### src/hw/rtl/aar_score_ram.sv
module aar_score_ram #(
  parameter int AW = 6,
  parameter int DW = 24
) (
  input  logic          clk,
  input  logic          we,
  input  logic [AW-1:0] waddr,
  input  logic [DW-1:0] wdata,
  input  logic [AW-1:0] raddr,
  output logic [DW-1:0] rdata
);

  logic [DW-1:0] mem [2**AW];

  always_ff @(posedge clk) begin
    if (we) begin
      mem[waddr] <= wdata;
    end
    rdata <= mem[raddr];
  end

endmodule

### config.mk
export PLATFORM = sky130hd
export DESIGN_NAME = aar_score_ram
export DESIGN_NICKNAME = d
export VERILOG_FILES = /design/src/hw/rtl/aar_score_ram.sv
export SDC_FILE = /design/constraint.sdc
export NUM_CORES = 1
export LEC_CHECK = 0
export BUFFER_PORTS_ARGS = -buffer_cell sky130_fd_sc_hd__buf_2
export CAP_MARGIN = 20
export CELL_PAD_IN_SITES_DETAIL_PLACEMENT = 0
export CELL_PAD_IN_SITES_GLOBAL_PLACEMENT = 1
export CORE_MARGIN = 2
export CORE_UTILIZATION = 45
export DETAILED_ROUTE_END_ITERATION = 8
export HOLD_SLACK_MARGIN = 0.05
export PLACE_DENSITY_LB_ADDON = 0.25
export REMOVE_ABC_BUFFERS = 1
export SLEW_MARGIN = 20
export SYNTH_ARGS = -nofsm -noshare
export SYNTH_HDL_FRONTEND = slang
export SYNTH_SLANG_ARGS = --single-unit
### constraint.sdc
create_clock -name clk -period 3.33 [get_ports clk]
set_clock_uncertainty 0.15 [all_clocks]
set_input_delay 0.666 -clock clk [delete_from_list [all_inputs] [get_ports clk]]
set_output_delay 0.666 -clock clk [all_outputs]
set_load 0.05 [all_outputs]
* Word-level counts from Yosys, hierarchy flattened *
Memory sizes are Yosys's and may differ from the RTL's. A register that Yosys moved wholly into a read port is not among the register bits.
Cells that the tools add are included.

cells by class
  add/subtract/negate cells = 0
  multiply operators = 0
  divide/modulo/power cells = 0
  order comparisons = 0
  equal/unequal tests = 0
  shift-type cells = 0
  muxes and demuxes = 2
  bitwise operators = 0
  reductions and logical operators = 0

operator list
  operator          count
  1-bit 2-to-1 mux  2

word-level totals
  register bits = 0
  latch bits = 0
  RAM bits = 1536
  ROM bits = 0
  bits of input ports = 38
  output and inout port bits = 24
  word-level logic and storage cells = 3
  memories = 1

memory list
  memory  words  width  rd ports  clocked after memory_dff  write ports  line  source
  mem     64     24     1         1                         1            13    logic [DW-1:0] mem [2**AW];

* Depth between registers and ports, before layout *
  depth after elaboration = 2
  depth in mapped cells = 9
  depth with buffers taken out = 5

* Worst setup path after synthesis *
OpenSTA, ideal clock, no wires.

  path type = input port to flip-flop
  from = input port waddr[3]
  to = memory mem[48][0], enable pin
  library setup time = 0.435 ns
  data arrival time = 2.828 ns
  data required time = 2.745 ns
  path slack = -0.083 ns
  cell stages on the path = 4
  buffers on the path = 1
  cell sequence = clkbuf_1 nor2b_1 nand4b_1 nor3_1

RTL lines
  what         line  source
  from (decl)  7     input logic [AW-1:0] waddr,
  to (decl)    13

No word-level cell before the write port.

==> results_dict.tcl <==
set metrics [dict create \
    path_delay_family "compound AO/OA/AOI/OAI gates" \
    area_growth_pct 16.6 \
    syn-mean-instance-area_sq_um 22.7 \
    mostFrequentLayoutCells "edfxtp_1, mux4_2, buf_4" \
    critPathBufInv 4 \
    cts_num_sinks 1560 \
    rows 133 \
    setup.worst_path.end_class "flop" \
    drv_slew 0 \
    initial_core_util 0.452 \
    use_met2 0.368 \
    final.period_utilization 0.862 \
    rsz0062_at_grt "no" \
    cpMaxStageDelayCell "a221oi_1" \
    synth_edf_count 1536 \
    use_met3 0.0460 \
    cp.arrival_ps 3390 \
    layout.cells.most_common "edfxtp_1" \
    maxCapViolations 0 \
    core_sq_um 131000 \
    synth_fa_ha_area_frac 0 \
    worst_pin_slew_ps 1100 \
    crit_fanout 17 \
    io_buffers 61 \
    hold_buffers 0 \
    synth-simple-area-share 0.0156 \
    fin_crit_ps 2870 \
    globalRouteTotalUtil 0.238 \
    clk_latency_ps 790 \
    slew_headroom 0.264 \
    vias_per_cell 6.03 \
    ioPinCount 62 \
    yosys-mux-area-fraction 0.161 \
    cpMostUsedCell "buf_4" \
    grt_max_degree 65 \
    seq_area_frac_synth 0.786 \
    wl_um 159000 \
    nNetsFinal 2987 \
    syn_inst 2610 \
    cts.path.max_buffers 3 \
    drc 0 \
    fp.dieH_um 367 \
    path_cells "buf_8, buf_12, buf_4, mux4_2, mux2_2, a221oi_1, buf_4, a31oi_1, o21a_1" \
    cts_made_buffers 160 \
    required_ps 3850 \
    cts_tree "done" \
    antenna_found_initial 18 \
    path_clk_slew_ps 60 \
    fmaxAchievable_mhz 348 \
    placedCellCount 4541 \
    wl_per_cell_um 32.9 \
    postCtsSetupBuffers 0 \
    drive_gt1_frac 0.336 \
    ys.flop_type "edfxtp_1" \
    pwr_density_cell_nw_per_um2 608 \
    outcome "completed" \
    use_met1 0.347 \
    ant_nets 0 \
    path_class "input pin to flop" \
    yosysUniqueCellTypes 40 \
    die_w_um 367 \
    hp-class "input pin to flop" \
    max_stage_delay_ps 860 \
    ys_seq_elements 1560 \
    first_pass_iters 5 \
    setup_viol 0 \
    synthXorXnorAreaFrac 0 \
    p_leak_nw 22.1 \
    syn_area_sq_um 59300 \
    dieArea_sq_um 135000 \
    root_buffer "clkbuf_16" \
    async_flop_share 0 \
    cts_resized 0 \
    synth-compound-area-share 0.0244 \
    h-tree-depth 4 \
    setup.worst_path.start_class "input pin" \
    gr-total-overflow 0 \
    drtIter0Drc 3752 \
    report.final.hold_viol_count 0 \
    grt-busiest-layer "met2" \
    gp_congestion 0.808 \
    fin_cells 4837 \
    grt_pass1_vias 29572 \
    hpwl_um 97300 \
    num_vias 29162 \
    synth_top_family_by_area "multiplexers" \
    peakVddDrop_uv 625 \
    whs_ps 176 \
    ys_warn_count 0 \
    grt_pass1_wl_um 225000 \
]
area by class of cell:
cell class                      count  area, sq um
Timing Repair Buffer              319         2950
Sequential cell                  1560        46600
Inverter                            2         7.51
Clock buffer                      218         4490
Fill cell                       10144        62000
Antenna cell                        5         12.5
Clock inverter                     72          790
Multi-Input combinational cell    906        12100
Tap cell                         1755         2200
where the power goes:
| group | total, mW | switching, mW | internal (mW) | leakage, nW |
|---|---|---|---|---|
| logic | 2.34 | 1.48 | 0.862 | 5.48 |
| registers | 21.8 | 0.0880 | 21.7 | 14.0 |
| clock network | 17.8 | 7.36 | 10.5 | 2.58 |
| total | 42.0 | 8.93 | 33.1 | 22.1 |
final timing paths:
kind,startpoint,to,slack (ps),cells after the start
hold / removal,wdata[21],mem[34][21]$_DFFE_PP_,180,1
setup / recovery,raddr[0],rdata[4]$_DFF_P_,460,9
setup reg to reg,mem[50][4]$_DFFE_PP_,rdata[4]$_DFF_P_,670,6
hold reg to reg,mem[60][8]$_DFFE_PP_,rdata[8]$_DFF_P_,760,4
per-stage QoR:
stage	setup TNS (ps)	setup slack, ps	total power, mW	instance area, sq um	util
finish	0	460	42.0	69100	0.527
global route	0	450	43.2	69100	0.527
floorplan	0	68.9	23.1	58500	-
CTS	0	551	42.3	69100	0.527
global placement	-1720	-587	24.6	63800	0.486
detailed placement	-820	-279	24.6	63800	0.487
state kept, by name, summed over array words and instances, names as in the netlist:
| register | cells |
|---|---|
| rdata | 24 |
| mem | 1536 |
logic make-up (layout without fill, tap and decap cells):
kind of cell,Yosys count,count (layout)
AOI/OAI and AO/OA,207,207
buffers and inverters,144,611
DFF,1560,1560
muxes,503,503
other,0,5
and+or+nand+nor,196,196
metal layers:
metal	routed length (um)	vias up	share of wire
met3	12800	211	0.081
met5	25	-	0.00016
met2	75500	1196	0.47
met4	3820	4	0.024
li1	-	11812	-
met1	66800	15939	0.42
worst reg2reg max path, delay by kind of cell, from the launching register on:
kind	cells	cell delay [ps]
buffers and inverters	1	250
muxes	2	750
DFF	1	380
AOI/OAI and AO/OA	3	1030
synth_stat cells, types with 2 or more instances:
library cell,number,area (sq um)
nand2b_1,6,37.5
buf_1,13,48.8
a22oi_1,29,218
mux2_2,53,597
o211ai_1,2,15.0
buf_6,8,90.1
and2_1,3,18.8
a21oi_1,22,110
o21a_1,13,97.6
a221o_1,4,40.0
and3_1,16,100
nand2_1,36,135
dfxtp_1,24,480
nand3_1,20,100
buf_4,31,233
nor2b_1,9,56.3
mux4_2,355,8000
o21ai_0,12,60.1
a221oi_1,52,455
or2_2,3,18.8
o22ai_1,53,332
buf_2,45,225
o21ai_1,6,30.0
a31oi_1,13,81.3
edfxtp_1,1536,46100
mux2i_1,95,951
nor2_1,80,300
nand3b_1,3,22.5
nor3_1,2,10.0
or3_1,10,62.6
or3b_2,3,26.3
nand4_1,2,12.5
clkbuf_1,44,165
Power figures use the tool's default switching activity.
