## src/hw/rtl/aar_pkg.sv

```systemverilog
package aar_pkg;

  localparam int NC_W   = 11;
  localparam int LIM_W  = 5;
  localparam int WT_W   = 18;
  localparam logic [63:0] LN2_Q32 = 64'd2977044472;

  localparam logic REG_NODE_COUNT   = 1'b0;
  localparam logic REG_RESULT_LIMIT = 1'b1;

  localparam logic CMD_EDGE  = 1'b0;
  localparam logic CMD_QUERY = 1'b1;

  typedef struct packed {
    logic [NC_W-1:0]  nc;
    logic [LIM_W-1:0] limit;
  } cfg_t;

  typedef enum logic [3:0] {
    S_IDLE,
    S_EDGE,
    S_F_RD,
    S_F_CHK,
    S_D_RD,
    S_D_ACC,
    S_W_CHK,
    S_C_RD,
    S_C_UPD,
    S_SEL,
    S_S_RD,
    S_S_CMP,
    S_EMIT,
    S_EMPTY,
    S_CLR
  } state_t;

  // 1/ln(d) in UQ2.16, evaluated at elaboration only
  function automatic logic [WT_W-1:0] inv_ln_q16(input int unsigned d);
    int unsigned n;
    logic [63:0] m;
    logic [63:0] lg;
    logic [63:0] ln;
    logic [63:0] num;
    logic [63:0] q;
    logic [63:0] r;
    n = 0;
    for (int i = 1; i < 32; i++) begin
      if ((d >> i) != 0) n = i;
    end
    m = (64'(d) << 28) >> n;
    lg = 64'(n) << 28;
    for (int i = 27; i >= 0; i--) begin
      m = (m * m) >> 28;
      if (m >= (64'd1 << 29)) begin
        m = m >> 1;
        lg[i] = 1'b1;
      end
    end
    ln = (lg * LN2_Q32) >> 32;
    if (d < 2 || ln == 64'd0) return '0;
    num = (64'd1 << 44) + (ln >> 1);
    q = '0;
    r = '0;
    for (int b = 63; b >= 0; b--) begin
      r = {r[62:0], num[b]};
      if (r >= ln) begin
        r = r - ln;
        q[b] = 1'b1;
      end
    end
    return q[WT_W-1:0];
  endfunction

endpackage

```

## src/hw/rtl/aar_cfg.sv

```systemverilog
module aar_cfg #(
  parameter int MAX_NODES   = 64,
  parameter int MAX_RESULTS = 16
) (
  input  logic               clk,
  input  logic               rst,
  input  logic               psel,
  input  logic               penable,
  input  logic               pwrite,
  input  logic [2:0]         paddr,
  input  logic [31:0]        pwdata,
  output logic [31:0]        prdata,
  output logic               pready,
  output aar_pkg::cfg_t      cfg
);

  localparam logic [aar_pkg::NC_W-1:0] NC_MAX = aar_pkg::NC_W'(MAX_NODES);
  localparam logic [6:0] LIM_MAX = 7'(MAX_RESULTS);
  localparam logic [6:0] LIM_RST = (LIM_MAX > 7'd4) ? 7'd4 : LIM_MAX;

  logic                        wr;
  logic [aar_pkg::NC_W-1:0]    nc_in;
  logic [6:0]                  lim_in;

  assign pready = 1'b1;
  assign wr = psel && penable && pwrite && pready;
  assign nc_in = aar_pkg::NC_W'(pwdata[6:0]);
  assign lim_in = 7'(pwdata[4:0]);

  always_ff @(posedge clk) begin
    if (rst) begin
      cfg.nc <= NC_MAX;
      cfg.limit <= LIM_RST[aar_pkg::LIM_W-1:0];
    end else if (wr) begin
      case (paddr[2])
        aar_pkg::REG_NODE_COUNT: begin
          cfg.nc <= (nc_in > NC_MAX) ? NC_MAX : nc_in;
        end
        aar_pkg::REG_RESULT_LIMIT: begin
          cfg.limit <= (lim_in > LIM_MAX) ? LIM_MAX[aar_pkg::LIM_W-1:0] :
                       lim_in[aar_pkg::LIM_W-1:0];
        end
        default: begin
        end
      endcase
    end
  end

  always_comb begin
    case (paddr[2])
      aar_pkg::REG_NODE_COUNT:   prdata = 32'(cfg.nc);
      aar_pkg::REG_RESULT_LIMIT: prdata = 32'(cfg.limit);
      default:                   prdata = '0;
    endcase
  end

endmodule

```

## config.mk

```make
export PLATFORM = sky130hd
export DESIGN_NAME = aar_cfg
export DESIGN_NICKNAME = d
export VERILOG_FILES = /design/src/hw/rtl/aar_pkg.sv /design/src/hw/rtl/aar_cfg.sv
export SDC_FILE = /design/constraint.sdc
export NUM_CORES = 1
export LEC_CHECK = 0
export BUFFER_PORTS_ARGS = -buffer_cell sky130_fd_sc_hd__buf_2
export CORE_MARGIN = 5
export CORE_UTILIZATION = 30
export DETAILED_ROUTE_END_ITERATION = 12
export PLACE_DENSITY = 0.75
export SLEW_MARGIN = 20
export SYNTH_ARGS = -nofsm -noshare
export SYNTH_HDL_FRONTEND = slang
export SYNTH_SLANG_ARGS = --single-unit
```

## constraint.sdc

```tcl
create_clock -name clk -period 1.03 [get_ports clk]
set_input_delay 0.1545 -clock clk [delete_from_list [all_inputs] [get_ports clk]]
set_output_delay 0.1545 -clock clk [all_outputs]
set_load 0.01 [all_outputs]
```

### Word level (Yosys, flattened, before mapping)

Cells that the tools add are included.

| word-level totals | value |
|---|---|
| latch bits | 0 |
| bits in read-only memories | 0 |
| flip-flop bits (word level) | 16 |
| word-level logic and storage cells | 12 |
| memories | 0 |
| memory bits (writable) | 0 |
| bits of input ports | 40 |
| output and inout port bits | 49 |

| cells by class | value |
|---|---|
| shifts and indexed selects | 0 |
| bitwise logic cells | 1 |
| $lt $le $gt $ge | 2 |
| reduce and logical (&&, ||, !) cells | 4 |
| equal/unequal tests | 0 |
| add/subtract/negate cells | 0 |
| div/mod/pow operators | 0 |
| $mul | 0 |
| multiplexer cells | 3 |

Operator list:

| kind | number |
|---|---|
| 32-bit case mux with 2 select lines | 1 |
| 7-bit greater-than comparator (second input constant) | 1 |
| 7-bit 2-to-1 mux | 1 |
| 5-bit greater-than comparator (second input constant) | 1 |
| 5-bit 2-to-1 mux | 1 |
| 2-bit AND reduction | 2 |
| 1-bit logical AND | 2 |
| 1-bit inverter | 1 |

### Logic depth before layout (Yosys ltp)

Gate-level depths: netlist of run 1.

| depth | value |
|---|---|
| word-level depth | 3 |
| depth in mapped cells | 5 |
| mapped depth without buffers | 3 |

### Least setup slack after synthesis of run 1

Ideal clock, no wire load.

| timing | value |
|---|---|
| path kind | input -> register |
| from | in paddr[2] |
| to | reg cfg[1] in the netlist's numbering |
| path slack | 0.055 ns |
| data required time | 0.963 ns |
| arrival time | 0.908 ns |
| path buffers | 1 |
| cell stages on the path | 4 |
| setup time | 0.067 ns |
| cell sequence | buf_6 > nand4_4 > or3b_1 > a21oi_2 |

| between the ends | value |
|---|---|
| cells in the longest elaborated chain, start to end | 1 |

RTL lines:

| what | line | text |
|---|---|---|
| from (decl) | aar_cfg.sv:10 | `input logic [2:0] paddr,` |
| 2-bit AND reduction (no source line) | -- |  |
| to (decl) | aar_cfg.sv:14 | `output aar_pkg::cfg_t cfg` |

No other way between the ends.
A chain may end at the register's enable or synchronous reset.

### Final worst setup path of run 1

| timing | value |
|---|---|
| from | reg cfg[6] in the netlist's numbering |
| to | out prdata[1] |

| between the ends | value |
|---|---|
| cells in the longest elaborated chain, start to end | 1 |

RTL lines:

| what | line | text |
|---|---|---|
| 32-bit case mux with 2 select lines | aar_cfg.sv:50 | `case (paddr[2])` |
| to (decl) | aar_cfg.sv:12 | `output logic [31:0] prdata,` |

No other way between the ends. The select of a mux whose other input is x is not followed.

==> impl_results.md, run 1 <==
- Status: finished, violations left
- Failing checks: setup timing
- CTS tree: yes
- Reg clk slew, reported paths: 0.07 ns
- Max IR drop VDD: 0.000537 V
- Total gr overflow: 0
- Vias per Instance: 4.09
- IO Pins: 89
- Die area: 3830 µm²
- DRC viols: 0
- Top cells by area, synth: dfxtp_1 30%, buf_4 28%, mux2_2 7.0%, nand3b_1 5.6%, a21oi_1 5.0%
- Fillers: 263
- Hold buffer count at cts: 0
- Post-DRT Antenna Nets: 0
- CP Capture Type: output pin
- First-pass GRT wire length: 2900 µm
- Power Density: 887 nW/µm²
- Place WS: -0.0788 ns
- Mean Syn Cell Area: 8.87 µm²
- Clock Skews: 0 ns
- Vias in the first global route: 644
- Synth Register Bits: 12
- Worst hold path class: in2reg
- Final hold violations: 0
- DR WL/cell: 11.8 µm
- DIE WIDTH: 61.9 µm
- Area delta synth->final: 48.4%
- Layout cells sized above 1: 55.0%
- Pin count of the biggest net entering global routing: 14
- Largest Register: cfg
- Max reg flops: 12
- Placement Cell Area: 932 µm²
- Pins Over Slew Limit: 0
- Worst Hold Slack: 0.147 ns
- Total track usage: 10.6%
- CTS Buf Count: 3
- Total negative slack: -0.543 ns
- IO buf count: 31
- Core area: 2520 µm²
- Initial core utilization: 32.0%
- Cell Rows: 18
- Critical Path Source Type: flip-flop
- Die Ht: 61.9 µm
- Min cycle time layout: 1.13 ns
- Drt initial violations: 12
- Total number of yosys warnings: 0
- Routed Wire Length: 2000 µm
- Pleak: 0.577 nW
- Final instance area: 1200 µm²
- Antenna diode count: 0
- Register area share after synthesis: 29.8%
- Placed wire-length estimate: 1470 µm
- Synthesized cell area: 807 µm²
- Regs by FF count: cfg (12)
- Final total power: 1.06 mW
- Period utilization: 110%
- # Max-Cap Violations: 0
- Setup Viol. Count Final: 7
- Arrival time worst endpoint: 0.98 ns
- Worst skew pair latency: 0.27 ns
- Sink Count: 12
- Finished Core Util: 47.5%
- Worst Setup Path Type: reg2out
- Setup WS post-layout: -0.102 ns
- Nets: 181
- CTS root buf: clkbuf_4
- Required time of the critical path: 0.88 ns
- Count of distinct cell types in the synthesized netlist: 21
- Via Count: 695
- Worst-path fanout max: 2
- CTS max path bufs: 2
- First-pass iteration count of the detailed router: 4
- Post-Layout Cell Count: 170
- Synth top area share: 29.8%
- GPL Wtd Cong: 0.689
- Initial antenna violation count: 0
- Post-Place Cells: 155
- RSZ-0062 raised after global routing: yes
- Synth area leader: dfxtp_1
- Mapped Cells: 91
- Max Clock Freq: 883 MHz
- H-tree depth: 1
where the power goes:
group          internal (mW)  switching, mW  leakage (nW)
combinational         0.0951          0.124         0.455
sequential             0.472        0.00401         0.101
clock                  0.215          0.152        0.0210
worst paths after layout:
path                       start                    to  slack (ns)  depth (start not counted)
max          cfg[6]$_SDFFE_PP0P_             prdata[1]       -0.10                          2
min                    pwdata[5]  cfg[10]$_SDFFE_PP0P_        0.15                          3
max reg2reg  cfg[2]$_SDFFE_PP1P_   cfg[2]$_SDFFE_PP1P_        0.19                          2
min reg2reg  cfg[3]$_SDFFE_PP0P_   cfg[3]$_SDFFE_PP0P_        0.46                          2
what timing repair did:
action	4_1_cts	5_1_grt
setup endpoints to repair	7	18
cloned	0	0
buffers inserted	11	0
resized for setup	20	15
hold endpoints to repair	0	0
kinds of logic (layout without fill, tap and decap cells):
group           Yosys count  count (layout)  synth area share, %
buf+inv                  33              54                 30.4
simple gates             28              28                 23.4
flops                    12              12                 29.8
compound gates           10              10                 7.29
mux                       6               6                 8.22
other cells               2              30                0.931
synthesized netlist by cell type:
master and count:
buf_4 30, mux2i_1 1, buf_2 1, nor3_1 2
a211o_2 1, dfxtp_1 12, nor3b_1 1, buf_6 1
nand2_1 9, a21oi_1 8, mux2_2 5, or3b_1 3
and2b_2 2, and4b_2 1, buf_1 1, nand4b_1 1
nand3b_1 6, nor2_1 2, nand4_4 1, conb_1 2
a21oi_2 1
metal layers:
metal | vias to the layer above | global-route usage (%) | part of all wire [%]
met5 | - | 0 | 0
met4 | 0 | 2.73 | 0
met3 | 0 | 4.75 | 11
met2 | 35 | 17.0 | 48
met1 | 316 | 12.8 | 41
li1 | 344 | - | -
cell type report:
| class | count | area [µm²] | area share, % |
|---|---|---|---|
| clock buffer | 4 | 36.3 | 3.03 |
| multi-input combinational | 74 | 434 | 36.3 |
| sequential | 12 | 255 | 21.3 |
| tap | 30 | 37.5 | 3.13 |
| timing repair buffer | 50 | 434 | 36.3 |
cell usage in the layout (no fill, tap or decap):
cell,Yosys,final
buf_2,1,13
nor2_1,2,2
nand2_1,9,9
a21oi_1,8,8
a211o_2,1,1
buf_6,1,21
mux2i_1,1,1
dfxtp_2,0,12
and4b_2,1,1
and2b_2,2,2
nand4_4,1,1
mux2_4,0,2
conb_1,2,30
nor3b_1,1,1
clkbuf_8,0,1
clkbuf_4,0,3
nand3b_1,6,6
buf_4,30,15
nand4b_1,1,1
buf_12,0,1
nor3_1,2,2
a21oi_2,1,1
or3b_1,3,3
mux2_2,5,3
critical path: stages (launching register included):
cell,delay [ns]
dfxtp_2,0.33
mux2_2,0.26
buf_6,0.12
(Power assumes the default switching activity.)
==> inputs of run 2 (changes only) <==
--- a/config.mk
+++ b/config.mk
@@ -10,6 +10,7 @@
 export CORE_UTILIZATION = 30
 export DETAILED_ROUTE_END_ITERATION = 12
 export PLACE_DENSITY = 0.75
+export SKIP_CTS_REPAIR_TIMING = 1
 export SLEW_MARGIN = 20
 export SYNTH_ARGS = -nofsm -noshare
 export SYNTH_HDL_FRONTEND = slang
==> run 2 against run 1 <==
Critical path depth unchanged. Hold slack improved by 0.0014 ns. Non-clock buffer count decreased by 11. The run still ends with setup timing left. Largest power group unchanged. Largest cell class unchanged.
==> impl_results.md, run 2 (synthesis gave the netlist of run 1 again) <==
- Cell family with most CP delay: flip-flops
- Layout cells sized above 1: 50.4%
- Status: finished, violations left
- Die area: 3830 µm²
- DIE WIDTH: 61.9 µm
- Pin count of the biggest net entering global routing: 14
- Setup WS post-layout: -0.109 ns
- First-pass iteration count of the detailed router: 3
- Pleak: 0.502 nW
- Total negative slack: -0.577 ns
- Sink Count: 12
- Cell Rows: 18
- Regs by FF count: cfg (12)
- Placement Cell Area: 932 µm²
- Arrival time worst endpoint: 0.98 ns
- Required time of the critical path: 0.88 ns
- Initial antenna violation count: 0
- Post-DRT Antenna Nets: 0
- Placed wire-length estimate: 1470 µm
- Final instance area: 1030 µm²
- Place WS: -0.0788 ns
- Worst hold start: pwdata[5]
- Worst hold path class: in2reg
- Worst-path fanout max: 3
- Nets: 170
- Vias per Instance: 4.07
- Critical Path Max Stage Delay: 0.33 ns
- Failing checks: setup timing
- Max reg flops: 12
- Core area: 2520 µm²
- Pins Over Slew Limit: 0
- Worst Setup Path Type: reg2out
- Largest Register: cfg
- Period utilization: 111%
- Final hold violations: 0
- Min cycle time layout: 1.14 ns
- DR WL/cell: 11.3 µm
- Setup Viol. Count Final: 7
- Die Ht: 61.9 µm
- Fillers: 284
- IO buf count: 31
- CP Capture Type: output pin
- Buf/Inv on CP: 1
- Max Clock Freq: 878 MHz
- Worst reg2reg startpoint: cfg[2]$_SDFFE_PP1P_
- Finished Core Util: 40.8%
- Antenna diode count: 0
- First-pass GRT wire length: 2570 µm
- Most frequent cells in the layout: 30 x conb_1, 24 x buf_2, 11 x dfxtp_2
- Total gr overflow: 0
- RSZ-0062 raised after global routing: yes
- GPL Wtd Cong: 0.689
- Area delta synth->final: 27.6%
- Total track usage: 9.33%
- Reg clk slew, reported paths: 0.07 ns
- Routed Wire Length: 1800 µm
- DRC viols: 0
- H-tree depth: 1
- Vias in the first global route: 570
- Via Count: 647
- CTS Buf Count: 3
- Most common cell after layout, fill and taps aside: conb_1
- Max IR drop VDD: 0.000571 V
- # Max-Cap Violations: 0
- CTS root buf: clkbuf_4
- Critical Path Source Type: flip-flop
- IO Pins: 89
- Critical path's slowest cell: dfxtp_2
- Clock Skews: 0 ns
- Worst-path cell chain: mux2_4, buf_6
- Power Density: 1010 nW/µm²
- Critical path origin: cfg[5]$_SDFFE_PP0P_
- Drt initial violations: 7
- CTS tree: yes
- CTS max path bufs: 2
- Initial core utilization: 32.0%
- Worst skew pair latency: 0.27 ns
==> run 2: area by class of cell <==
cell class	instances	area (µm²)	share of cell area (%)
multi-input combinational	74	430	41.8
timing repair buffer	39	272	26.4
sequential	12	254	24.7
tap	30	37.5	3.65
clock buffer	4	36.3	3.52
==> run 2: path summary, 6_finish.rpt <==
kind	end	slack (ns)	cells after the start
hold reg to reg	cfg[3]$_SDFFE_PP0P_	0.46	2
setup / recovery	prdata[0]	-0.11	2
setup reg to reg	cfg[2]$_SDFFE_PP1P_	0.31	1
hold / removal	cfg[10]$_SDFFE_PP0P_	0.15	3
==> run 2: tightest hold or removal path, cell delays in order <==
cell and delay [ns]:
buf_2 0.10, nand3b_1 0.07, a21oi_1 0.06
==> run 2: metrics by stage <==
step | hold WS [ns] | power, mW | cells
final | 0.148 | 1.04 | 159
after global routing | 0.131 | 1.11 | 159
after CTS | 0.142 | 1.04 | 159
after detailed placement | 0.437 | 0.668 | 155
after global placement | 0.429 | 0.666 | 155
after floorplan | 0.250 | 0.674 | 119
==> run 2: routing by layer <==
layer | routed length, µm | vias to the layer above | part of all wire (%) | track usage [%]
met3 | 216 | 0 | 12 | 4.75
li1 | - | 320 | - | -
met1 | 731 | 292 | 41 | 11.3
met5 | 0 | - | 0 | 0
met4 | 0 | 0 | 0 | 2.73
met2 | 855 | 35 | 47 | 14.5
==> run 2: report_power, final <==
group / switching (mW) / internal (mW)
Combinational: 0.117 / 0.0783
Sequential: 0.00513 / 0.472
Clock: 0.150 / 0.215
Total: 0.272 / 0.765
